--- config.mk ---
export PLATFORM = sky130hd
export DESIGN_NAME = bmp24_stream_encoder_unit_flat
export DESIGN_NICKNAME = d
export VERILOG_FILES = /design/src/design/bmpe_pkg.sv /design/src/design/bmpe_if.sv /design/src/design/bmpe_front.sv /design/src/design/bmpe_queue.sv /design/src/design/bmpe_back.sv /design/src/design/bmp24_stream_encoder_unit.sv /design/src/flat_wrapper.sv
export SDC_FILE = /design/constraint.sdc
export NUM_CORES = 1
export LEC_CHECK = 0
export BUFFER_PORTS_ARGS = -buffer_cell sky130_fd_sc_hd__buf_2
export CAP_MARGIN = 30
export CORE_ASPECT_RATIO = 0.9
export CORE_MARGIN = 2
export CORE_UTILIZATION = 60
export CTS_CLUSTER_DIAMETER = 80
export CTS_CLUSTER_SIZE = 28
export DETAILED_ROUTE_END_ITERATION = 10
export GPL_TIMING_DRIVEN = 0
export PLACE_DENSITY = 0.77
export SLEW_MARGIN = 20
export SYNTH_ARGS = -nofsm -noshare
export SYNTH_HDL_FRONTEND = slang
export SYNTH_HIERARCHICAL = 1
export SYNTH_SLANG_ARGS = --single-unit
--- constraint.sdc ---
create_clock -name clk -period 10.6 [get_ports clk]
set_input_delay 0.53 -clock clk [delete_from_list [all_inputs] [get_ports clk]]
set_output_delay 0.53 -clock clk [all_outputs]
set_load 0.01 [all_outputs]
--- src/design/bmpe_pkg.sv ---
package bmpe_pkg;

  localparam int CFG_W = 13;

  typedef enum logic {
    REG_IMAGE_WIDTH  = 1'b0,
    REG_IMAGE_HEIGHT = 1'b1
  } cfg_reg_t;

  localparam logic [5:0] OFS_FILE_SIZE = 6'd2;
  localparam logic [5:0] OFS_DATA_OFS  = 6'd10;
  localparam logic [5:0] OFS_INFO_SIZE = 6'd14;
  localparam logic [5:0] OFS_WIDTH     = 6'd18;
  localparam logic [5:0] OFS_HEIGHT    = 6'd22;
  localparam logic [5:0] OFS_PLANES    = 6'd26;
  localparam logic [5:0] OFS_BPP       = 6'd28;
  localparam logic [5:0] OFS_IMG_SIZE  = 6'd34;
  localparam logic [5:0] OFS_XPPM      = 6'd38;
  localparam logic [5:0] OFS_YPPM      = 6'd42;
  localparam logic [5:0] OFS_BLUE      = 6'd54;
  localparam logic [5:0] OFS_GREEN     = 6'd55;
  localparam logic [5:0] OFS_RED       = 6'd56;

  localparam logic [31:0] HDR_BYTES  = 32'd54;
  localparam logic [31:0] INFO_BYTES = 32'd40;
  localparam logic [31:0] PPM        = 32'd2835;
  localparam logic [7:0]  MAGIC_LO   = 8'h42;
  localparam logic [7:0]  MAGIC_HI   = 8'h4D;
  localparam logic [7:0]  PLANES     = 8'd1;
  localparam logic [7:0]  BPP        = 8'd24;
  localparam logic [7:0]  PAD_BYTE   = 8'h2E;

  typedef struct packed {
    logic       hdr;
    logic [7:0] blue;
    logic [7:0] green;
    logic [7:0] red;
    logic [1:0] pad;
    logic       img_end;
  } queue_entry_t;

  // Exact floor(c * a / 255) for any 16-bit product of two bytes.
  function automatic logic [7:0] blend(input logic [7:0] c, input logic [7:0] a);
    logic [15:0] x;
    logic [16:0] s;
    x = 16'(c) * 16'(a);
    s = 17'(x) + 17'(x[15:8]) + 17'd1;
    return s[15:8];
  endfunction

  function automatic logic [7:0] le_byte(input logic [31:0] word, input logic [1:0] sel);
    return word[8*sel +: 8];
  endfunction

  function automatic logic [7:0] hdr_byte(input logic [5:0] idx, input logic [31:0] fsz,
                                          input logic [31:0] isz, input logic [31:0] w,
                                          input logic [31:0] h);
    logic [7:0] b;
    b = 8'h00;
    case (idx) inside
      6'd0:      b = MAGIC_LO;
      6'd1:      b = MAGIC_HI;
      [6'd2:6'd5]:   b = le_byte(fsz, 2'(idx - OFS_FILE_SIZE));
      [6'd10:6'd13]: b = le_byte(HDR_BYTES, 2'(idx - OFS_DATA_OFS));
      [6'd14:6'd17]: b = le_byte(INFO_BYTES, 2'(idx - OFS_INFO_SIZE));
      [6'd18:6'd21]: b = le_byte(w, 2'(idx - OFS_WIDTH));
      [6'd22:6'd25]: b = le_byte(h, 2'(idx - OFS_HEIGHT));
      6'd26:     b = PLANES;
      6'd28:     b = BPP;
      [6'd34:6'd37]: b = le_byte(isz, 2'(idx - OFS_IMG_SIZE));
      [6'd38:6'd41]: b = le_byte(PPM, 2'(idx - OFS_XPPM));
      [6'd42:6'd45]: b = le_byte(PPM, 2'(idx - OFS_YPPM));
      default:   b = 8'h00;
    endcase
    return b;
  endfunction

endpackage

--- src/design/bmpe_if.sv ---
interface bmpe_pixel_if;
  logic       valid;
  logic       ready;
  logic [7:0] red;
  logic [7:0] green;
  logic [7:0] blue;
  logic [7:0] alpha;

  modport source (output valid, output red, output green, output blue, output alpha,
                  input ready);
  modport sink (input valid, input red, input green, input blue, input alpha,
                output ready);
endinterface

interface bmpe_byte_if;
  logic       valid;
  logic       ready;
  logic [7:0] out_byte;
  logic       run_last;
  logic       image_done;

  modport source (output valid, output out_byte, output run_last, output image_done,
                  input ready);
  modport sink (input valid, input out_byte, input run_last, input image_done,
                output ready);
endinterface

--- src/design/bmpe_front.sv ---
module bmpe_front import bmpe_pkg::*; #(
  parameter int DW = 13
) (
  input  logic          clk,
  input  logic          rst,
  bmpe_pixel_if.sink    pix,
  input  logic [DW-1:0] dim_w,
  input  logic [DW-1:0] dim_h,
  input  logic          q_full,
  output logic          push,
  output queue_entry_t  entry
);

  logic [DW-1:0] column_count;
  logic [DW-1:0] row_count;
  logic          row_end;
  logic          img_end;

  assign pix.ready = !q_full;
  assign push      = pix.valid && !q_full;

  assign row_end = ({1'b0, column_count} + (DW+1)'(1)) >= {1'b0, dim_w};
  assign img_end = row_end && (({1'b0, row_count} + (DW+1)'(1)) >= {1'b0, dim_h});

  always_comb begin
    entry.hdr     = (column_count == '0) && (row_count == '0);
    entry.blue    = blend(pix.blue, pix.alpha);
    entry.green   = blend(pix.green, pix.alpha);
    entry.red     = blend(pix.red, pix.alpha);
    entry.pad     = row_end ? 2'(dim_w) : 2'd0;
    entry.img_end = img_end;
  end

  always_ff @(posedge clk) begin
    if (rst) begin
      column_count <= '0;
      row_count    <= '0;
    end else if (push) begin
      if (row_end) begin
        column_count <= '0;
        row_count    <= img_end ? '0 : row_count + DW'(1);
      end else begin
        column_count <= column_count + DW'(1);
      end
    end
  end

endmodule

--- src/design/bmpe_queue.sv ---
module bmpe_queue import bmpe_pkg::*; (
  input  logic         clk,
  input  logic         rst,
  input  logic         push,
  input  queue_entry_t push_data,
  input  logic         pop,
  output logic         full,
  output logic         head_valid,
  output queue_entry_t head
);

  queue_entry_t slots [2];
  logic         wr_ptr;
  logic         rd_ptr;
  logic [1:0]   count;

  assign full       = (count == 2'd2);
  assign head_valid = (count != 2'd0);
  assign head       = slots[rd_ptr];

  always_ff @(posedge clk) begin
    if (push) begin
      slots[wr_ptr] <= push_data;
    end
  end

  always_ff @(posedge clk) begin
    if (rst) begin
      wr_ptr <= 1'b0;
      rd_ptr <= 1'b0;
      count  <= 2'd0;
    end else begin
      if (push) begin
        wr_ptr <= !wr_ptr;
      end
      if (pop) begin
        rd_ptr <= !rd_ptr;
      end
      case ({push, pop})
        2'b10:   count <= count + 2'd1;
        2'b01:   count <= count - 2'd1;
        default: count <= count;
      endcase
    end
  end

endmodule

--- src/design/bmpe_back.sv ---
module bmpe_back import bmpe_pkg::*; #(
  parameter int DW = 13
) (
  input  logic          clk,
  input  logic          rst,
  input  logic [DW-1:0] dim_w,
  input  logic [DW-1:0] dim_h,
  input  logic          head_valid,
  input  queue_entry_t  head,
  output logic          pop,
  bmpe_byte_if.source   out
);

  logic [DW+1:0] stride;
  logic [31:0]   img_size;
  logic [31:0]   total_len;
  logic          started;
  logic [5:0]    idx;
  logic [5:0]    cur;
  logic [5:0]    last_idx;
  logic          is_last;
  logic          emit;
  logic [7:0]    byte_next;

  assign stride = (DW+2)'(dim_w) * (DW+2)'(3) + (DW+2)'(2'(dim_w));

  always_ff @(posedge clk) begin
    img_size  <= 32'((2*DW+2)'(dim_h) * (2*DW+2)'(stride));
    total_len <= img_size + HDR_BYTES;
  end

  assign cur      = started ? idx : (head.hdr ? 6'd0 : OFS_BLUE);
  assign last_idx = OFS_RED + 6'(head.pad);
  assign is_last  = (cur == last_idx);
  assign emit     = head_valid && (!out.valid || out.ready);
  assign pop      = emit && is_last;

  always_comb begin
    if (cur < OFS_BLUE) begin
      byte_next = hdr_byte(cur, total_len, img_size, 32'(dim_w), 32'(dim_h));
    end else if (cur == OFS_BLUE) begin
      byte_next = head.blue;
    end else if (cur == OFS_GREEN) begin
      byte_next = head.green;
    end else if (cur == OFS_RED) begin
      byte_next = head.red;
    end else begin
      byte_next = PAD_BYTE;
    end
  end

  always_ff @(posedge clk) begin
    if (rst) begin
      started   <= 1'b0;
      idx       <= 6'd0;
      out.valid <= 1'b0;
    end else begin
      if (emit) begin
        out.valid <= 1'b1;
        started   <= !is_last;
        idx       <= cur + 6'd1;
      end else if (out.ready) begin
        out.valid <= 1'b0;
      end
    end
  end

  always_ff @(posedge clk) begin
    if (emit) begin
      out.out_byte   <= byte_next;
      out.run_last   <= is_last;
      out.image_done <= is_last && head.img_end;
    end
  end

endmodule

--- src/design/bmp24_stream_encoder_unit.sv ---
// The first byte of a pixel passes through the queue and then the output register.
// Throughput: one byte per cycle from the output register while byte_out is ready,
// so a pixel gives 3 to 6 bytes, plus 54 header bytes on the first pixel of an image.
// A two-entry queue lets pixels be accepted while earlier ones are still being sent.
// Synchronous reset sets both dimensions to 1, clears the counters, and empties
// the queue and the output register.
module bmp24_stream_encoder_unit import bmpe_pkg::*; #(
  parameter int MAX_DIM = 4096
) (
  input  logic             clk,
  input  logic             rst,
  input  logic             cfg_we,
  input  logic             cfg_index,
  input  logic [CFG_W-1:0] cfg_data,
  bmpe_pixel_if.sink       pixel_in,
  bmpe_byte_if.source      byte_out
);

  localparam int DW = $clog2(MAX_DIM + 1);

  logic [CFG_W-1:0] image_width;
  logic [CFG_W-1:0] image_height;
  logic [DW-1:0]    dim_w;
  logic [DW-1:0]    dim_h;
  logic             push;
  logic             pop;
  logic             q_full;
  logic             head_valid;
  queue_entry_t     entry;
  queue_entry_t     head;

  always_ff @(posedge clk) begin
    if (rst) begin
      image_width  <= CFG_W'(1);
      image_height <= CFG_W'(1);
    end else if (cfg_we) begin
      if (cfg_index == REG_IMAGE_WIDTH) begin
        image_width <= cfg_data;
      end else begin
        image_height <= cfg_data;
      end
    end
  end

  always_comb begin
    if (image_width == '0) begin
      dim_w = DW'(1);
    end else if (32'(image_width) > 32'(MAX_DIM)) begin
      dim_w = DW'(MAX_DIM);
    end else begin
      dim_w = DW'(image_width);
    end
    if (image_height == '0) begin
      dim_h = DW'(1);
    end else if (32'(image_height) > 32'(MAX_DIM)) begin
      dim_h = DW'(MAX_DIM);
    end else begin
      dim_h = DW'(image_height);
    end
  end

  bmpe_front #(.DW(DW)) u_front (
    .clk    (clk),
    .rst    (rst),
    .pix    (pixel_in),
    .dim_w  (dim_w),
    .dim_h  (dim_h),
    .q_full (q_full),
    .push   (push),
    .entry  (entry)
  );

  bmpe_queue u_queue (
    .clk        (clk),
    .rst        (rst),
    .push       (push),
    .push_data  (entry),
    .pop        (pop),
    .full       (q_full),
    .head_valid (head_valid),
    .head       (head)
  );

  bmpe_back #(.DW(DW)) u_back (
    .clk        (clk),
    .rst        (rst),
    .dim_w      (dim_w),
    .dim_h      (dim_h),
    .head_valid (head_valid),
    .head       (head),
    .pop        (pop),
    .out        (byte_out)
  );

endmodule
--- src/flat_wrapper.sv ---
// flat-port wrapper written by rule: the top's interface ports become plain ports
module bmp24_stream_encoder_unit_flat import bmpe_pkg::*;
#(
  parameter int MAX_DIM = 4096
)
  (clk, rst, cfg_we, cfg_index, cfg_data, pixel_in_valid, pixel_in_red, pixel_in_green, pixel_in_blue, pixel_in_alpha, pixel_in_ready, byte_out_valid, byte_out_out_byte, byte_out_run_last, byte_out_image_done, byte_out_ready);
  bmpe_pixel_if pixel_in_i ();
  bmpe_byte_if byte_out_i ();
  input  logic clk;
  input  logic rst;
  input  logic cfg_we;
  input  logic cfg_index;
  input  logic [CFG_W-1:0] cfg_data;
  input wire logic [$bits(pixel_in_i.valid)-1:0] pixel_in_valid;
  input wire logic [$bits(pixel_in_i.red)-1:0] pixel_in_red;
  input wire logic [$bits(pixel_in_i.green)-1:0] pixel_in_green;
  input wire logic [$bits(pixel_in_i.blue)-1:0] pixel_in_blue;
  input wire logic [$bits(pixel_in_i.alpha)-1:0] pixel_in_alpha;
  output wire logic [$bits(pixel_in_i.ready)-1:0] pixel_in_ready;
  output wire logic [$bits(byte_out_i.valid)-1:0] byte_out_valid;
  output wire logic [$bits(byte_out_i.out_byte)-1:0] byte_out_out_byte;
  output wire logic [$bits(byte_out_i.run_last)-1:0] byte_out_run_last;
  output wire logic [$bits(byte_out_i.image_done)-1:0] byte_out_image_done;
  input wire logic [$bits(byte_out_i.ready)-1:0] byte_out_ready;
  assign pixel_in_i.valid = pixel_in_valid;
  assign pixel_in_i.red = pixel_in_red;
  assign pixel_in_i.green = pixel_in_green;
  assign pixel_in_i.blue = pixel_in_blue;
  assign pixel_in_i.alpha = pixel_in_alpha;
  assign pixel_in_ready = pixel_in_i.ready;
  assign byte_out_valid = byte_out_i.valid;
  assign byte_out_out_byte = byte_out_i.out_byte;
  assign byte_out_run_last = byte_out_i.run_last;
  assign byte_out_image_done = byte_out_i.image_done;
  assign byte_out_i.ready = byte_out_ready;
  bmp24_stream_encoder_unit #(.MAX_DIM(MAX_DIM)) u_core (.clk(clk), .rst(rst), .cfg_we(cfg_we), .cfg_index(cfg_index), .cfg_data(cfg_data), .pixel_in(pixel_in_i), .byte_out(byte_out_i));
endmodule
======== Word level (Yosys, flattened, before mapping) ========
Memory sizes are Yosys's and may differ from the RTL's. A register that Yosys moved wholly into a read port is not among the register bits.
Cells that the tools add are included.
operators by class
  add/subtract/negate cells ............... 24
  multipliers ............................. 5
  order comparisons ....................... 21
  equality and inequality tests ........... 10
  shift-type cells ........................ 8
  mux-type cells .......................... 32
  bitwise gates (word level) .............. 1
  reductions and logical operators ........ 31
operators by type and width
  operator                                                         count
  two-way mux 8 bit                                                16
  variable part select 32 x 6 -> 8 bit                             4
  variable part select 32 x 6 -> 8 bit (first input constant)      4
  two-way mux 13 bit                                               6
  zero test 13 bit                                                 4
  adder 16 x 1 -> 16 bit (second input constant)                   3
  adder 16 x 8 -> 16 bit                                           3
  multiplier 8 x 8 -> 16 bit                                       3
  adder 28 x 6 -> 29 bit (second input constant)                   1
  adder 13 x 1 -> 14 bit (second input constant)                   2
  >= comparator 14 x 13 -> 1 bit                                   2
  multiplier 13 x 15 -> 28 bit                                     1
  adder 13 x 1 -> 13 bit (second input constant)                   2
  greater-than comparator 13 bit (second input constant)           2
  equality test 6 bit (second input constant)                      3
  >= comparator 6 bit (second input constant)                      3
  less-or-equal comparator 6 x 5 -> 1 bit (second input constant)  3
  less-or-equal comparator 6 bit (second input constant)           3
  subtractor 2 bit (second input constant)                         8
  adder 15 x 2 -> 15 bit                                           1
  multiplier 13 x 2 -> 15 bit (second input constant)              1
  logical AND 1 bit                                                14
  equality test 6 x 5 -> 1 bit (second input constant)             2
  >= comparator 6 x 4 -> 1 bit (second input constant)             2
  other kinds (23)                                                 39
word-level totals
  bits in registers ....................... 131
  RAM bits ................................ 56
  input bits .............................. 51
  output and inout bits ................... 12
  logic and storage cells ................. 148
  memories kept ........................... 1
memories
  name                  depth  width  read ports  clocked after Yosys merged registers in  wr ports  RTL line          text
  u_core.u_queue.slots  2      28     1           1                                        1         bmpe_queue.sv:12  queue_entry_t slots [2];

======== Logic depth before layout (Yosys ltp) ========
  depth after elaboration ................. 17
  gate-level depth with buffers ........... 32
  mapped depth without buffers ............ 30

======== By module ========
Netlist, hierarchy kept.
modules (own cells, without submodules)
  module                     instances  cells each  area each (um2)  sequential area each (um2)
  bmpe_back                  1          1190        10302.4          1561.5
  bmpe_front                 1          1200        9902.0           520.5
  bmpe_queue                 1          109         2222.1           1781.7
  bmp24_stream_encoder_unit  1          151         1119.8           520.5

======== Worst setup path after synthesis ========
No wires, ideal clock.
  kind .................................... reg2reg
  from .................................... register u_core.image_width[12]
  to ...................................... register u_core.u_back.img_size[25]
  setup time .............................. 123 ps
  arrival time ............................ 7338 ps
  data required time ...................... 10477 ps
  slack ................................... 3140 ps
  cell stages (with the launch flop) ...... 30
  path buffers ............................ 2
  clock period less this slack ............ 7460 ps
  path through ............................ dfxtp_1 -> clkbuf_1 -> nor2b_1 -> ha_1 -> ha_1 -> nor2b_1 -> o21a_1 -> o21ai_1 -> nand2b_1 -> a41oi_1 -> xnor2_1 -> clkbuf_1 -> and2_1 -> fa_1 -> inv_1 -> fa_1 -> inv_1 -> fa_1 -> fa_1 -> inv_1 -> fa_1 -> inv_1 -> ha_1 -> and3_2 -> and3_2 -> a311o_2 -> a221o_2 -> a31oi_4 -> o21ai_2 -> xor2_1
on the way
  cells in the longest elaborated chain, start to end .. 6
  elaborated cells on any way between the ends .. 7
  those cells by class .................... add/sub: 1; mul: 2; order compare: 1; mux: 2; reduce/logical: 1
RTL lines
  what                            RTL line                         text
  start: declaration              bmp24_stream_encoder_unit.sv:21  logic [CFG_W-1:0] image_width;
  start signal: assignment        bmp24_stream_encoder_unit.sv:38  image_width <= cfg_data;
  greater-than comparator 13 bit  bmp24_stream_encoder_unit.sv:48  end else if (32'(image_width) > 32'(MAX_DIM)) begin
  two-way mux 13 bit              bmp24_stream_encoder_unit.sv:48
  two-way mux 13 bit *            bmp24_stream_encoder_unit.sv:46  if (image_width == '0) begin
  via u_core.dim_w[2]             bmp24_stream_encoder_unit.sv:23  logic [DW-1:0] dim_w;
  multiplier 13 x 2 -> 15 bit *   bmpe_back.sv:25                  assign stride = (DW+2)'(dim_w) * (DW+2)'(3) + (DW+2)'(2'(dim_w));
  adder 15 x 2 -> 15 bit *        bmpe_back.sv:25
  multiplier 13 x 15 -> 28 bit *  bmpe_back.sv:28                  img_size <= 32'((2*DW+2)'(dim_h) * (2*DW+2)'(stride));
  end signal: assignment          bmpe_back.sv:28
  end: declaration                bmpe_back.sv:15                  logic [31:0] img_size;
Mark *: on every way through the listed nets, which the timed path passes. The rest lies on a longest branch.
A chain may end at the register's enable or synchronous reset.

======== Final worst setup path ========
Same ends and word-level chain as after synthesis.

==> impl_metrics.tcl <==
set metrics [dict create \
    status "finished clean" \
    cpPeakStageDelay_ps 590 \
    fill_cells 3212 \
    die_width_um 213 \
    via_per_inst 5.77 \
    grt_pass1_wl_um 95700 \
    cts_resized 0 \
    cts_tree "done" \
    ctsRootBufferMaster "clkbuf_16" \
    overflow 0 \
    fp.dieH_um 192 \
    worst_pin_slew_ps 1100 \
    yosys.area.top_type "fa_1" \
    synthMostInstantiatedCell "inv_1" \
    p_per_area_nw_per_um2 175 \
    ys_top_cells_by_count "inv_1, and2_1, nand2_1, ha_1, fa_1" \
    core_sq_um 38500 \
    vdd_drop_max_v 0.000111 \
    place_congestion 0.938 \
    port_buffers 62 \
    drtAntennaViolNets 0 \
    syn2layout_area_growth_pct 7.18 \
    row_count 68 \
    grtUsageTotal 0.295 \
    io_pins 63 \
    ys_async_sr_fraction 0 \
    syn_area_sq_um 23500 \
    slew_headroom 0.266 \
    maxCapViolCount 0 \
    min_period_ps 8720 \
    fp.dieArea_sq_um 40800 \
    syn_nets 3198 \
    start_util 0.611 \
    hold_violations 0 \
    fin_nets 3285 \
    clock_sinks 186 \
    worst_path_max_delay_cell "nor2b_1" \
    finalMaxSlewViolations 0 \
    yosys_register_bits 186 \
    cp.arrival_ps 9050 \
    numCtsBuffers 17 \
    syn_area_per_cell_sq_um 8.89 \
    vias 18900 \
    synth.yosys.seq_area_share 0.186 \
    clk_latency_ps 450 \
    setup_viol 0 \
    synth.top_cell.area_share 0.204 \
    hold_class "input pin to flip-flop" \
    cts_setup_buffers 0 \
    fmax_mhz 115 \
    postCtsHoldBufs 0 \
    synth_ff_type "dfxtp_1" \
    wirelength_um 58500 \
    power.total_uw 4430 \
    synth_edf_count 66 \
    route.detailed.drc 0 \
    synth_cell_types 101 \
    rsz0062_at_grt "false" \
    cts_max_path_buffers 2 \
    dr.pass1.iters 7 \
    grt_max_degree 29 \
    leakagePower_uw 0.0119 \
    period_share 0.823 \
    worst_setup_path_start_kind "flip-flop" \
    ctsHtreeMaxLevel 4 \
    clk_pin_slew_ps 80 \
    place_hpwl_um 47000 \
    grt_antenna_before_repair 0 \
    synthTopCellsByArea "fa_1, ha_1, dfxtp_1, edfxtp_1, and2_1" \
    grt_pass1_vias 19100 \
    syn-instance-count 2650 \
    critical_path_class "flip-flop to flip-flop" \
    drt_iter0_drc 1547 \
    critPathRequiredTime_ps 10930 \
    cp_common_cell "fa_1" \
    drive_gt1_frac 0.0742 \
    ys_warn_count 6 \
    end_kind "flip-flop" \
    finalSetupTns_ps 0 \
    wire_per_inst_um 17.9 \
    crit_path_max_fanout 10 \
    finalClockSkew_ps 15.5 \
]
-- kinds of logic (layout without fill, tap and decap cells) --
family	Yosys count	count (layout)	share of synthesized area
compound gates	417	417	0.117
xor+xnor	137	137	0.0515
fa+ha+maj	498	498	0.341
buf+inv	461	561	0.0756
flops	186	186	0.186
mux	52	52	0.0275
other cells	0	1	0
simple gates	899	899	0.201
-- layout make-up --
| cell class | instances | area [sq um] | share of cell area |
|---|---|---|---|
| clock inverter | 15 | 231 | 0.00917 |
| multi-input combinational | 2003 | 17400 | 0.689 |
| sequential | 186 | 4380 | 0.174 |
| clock buffer | 17 | 425 | 0.0169 |
| timing repair buffer | 68 | 367 | 0.0145 |
| buffer | 97 | 414 | 0.0164 |
| tap | 525 | 657 | 0.0260 |
| antenna | 1 | 2.50 | 0.0000992 |
| inverter | 364 | 1370 | 0.0541 |
-- power breakdown --
part	internal, uW	switching, uW
Combinational	1060	1590
Sequential	1000	73.4
Clock	340	362
Total	2410	2020
-- sequential cells by signal, summed over array words and instances, names as in the netlist, 2 cells and up, named ones only --
name	count
u_core/u_back/img_size	27
u_core/u_back/total_len	28
u_core/image_width	13
u_core/image_height	13
u_core/u_back/idx	6
u_core/u_front/column_count	13
u_core/u_back/out.out_byte	8
u_core/u_queue/slots	56
u_core/u_front/row_count	13
u_core/u_queue/count	2
-- cells in the final DEF (no fill, tap or decap), types with 6 or more instances in the layout --
cell / n
inv_1: 361
and2_1: 273
nand2_1: 265
ha_1: 257
fa_1: 240
a21oi_1: 139
dfxtp_1: 120
nor2_1: 101
xnor2_1: 92
buf_2: 79
clkbuf_1: 72
edfxtp_1: 66
o21ai_0: 64
nor2b_1: 53
xor2_1: 44
nand3_1: 38
a21o_1: 37
mux2_2: 31
nor3_1: 29
nand2b_1: 23
and3_1: 23
nor4_1: 18
o211ai_1: 18
clkbuf_16: 17
nand4_1: 17
a211oi_1: 15
a31oi_1: 14
mux2i_1: 14
a22o_1: 12
o21a_1: 11
nand3b_1: 9
o21bai_1: 9
buf_4: 8
inv_12: 7
a211o_1: 7
a22oi_1: 7
mux4_2: 7
a21boi_0: 6
a31o_2: 6
-- critical path: cells and delay by family, from the launching register on --
kind | cells | cell delay [ps]
buffers and inverters | 5 | 970
AOI/OAI and AO/OA | 7 | 1660
xor gates and xnor gates | 2 | 470
adders and majority gates | 8 | 3680
DFF | 1 | 360
and+or+nand+nor | 6 | 1450
-- metrics by stage --
stage / setup slack [ps] / hold WS (ps) / util / cell area, sq um / cells
final: 1880 / 323 / 0.655 / 25200 / 3276
after global routing: 1480 / 326 / 0.655 / 25200 / 3275
after CTS: 1960 / 304 / 0.655 / 25200 / 3274
after detailed placement: 2000 / 429 / 0.638 / 24600 / 3242
after global placement: 2120 / 438 / 0.636 / 24500 / 3237
after floorplan: 3140 / 382 / - / 23500 / 2650
-- routing by layer --
metal	up-vias	GRT usage	wire, um
met2	603	0.507	28000
met4	0	0.111	2100
met1	9215	0.383	25200
met3	127	0.0340	3240
met5	-	0	0
li1	8945	-	-
-- final timing paths --
path | from | endpoint | slack, ps | cells after the start
setup / recovery | u_core/image_width[12] | u_core/u_back/img_size[25] | 1880 | 28
hold / removal | cfg_data[0] | u_core/image_height[0] | 320 | 3
setup reg to reg | u_core/image_width[12] | u_core/u_back/img_size[25] | 1880 | 28
hold reg to reg | u_core/u_back/img_size[1] | u_core/u_back/total_len[1] | 450 | 1
Power figures use the tool's default switching activity.
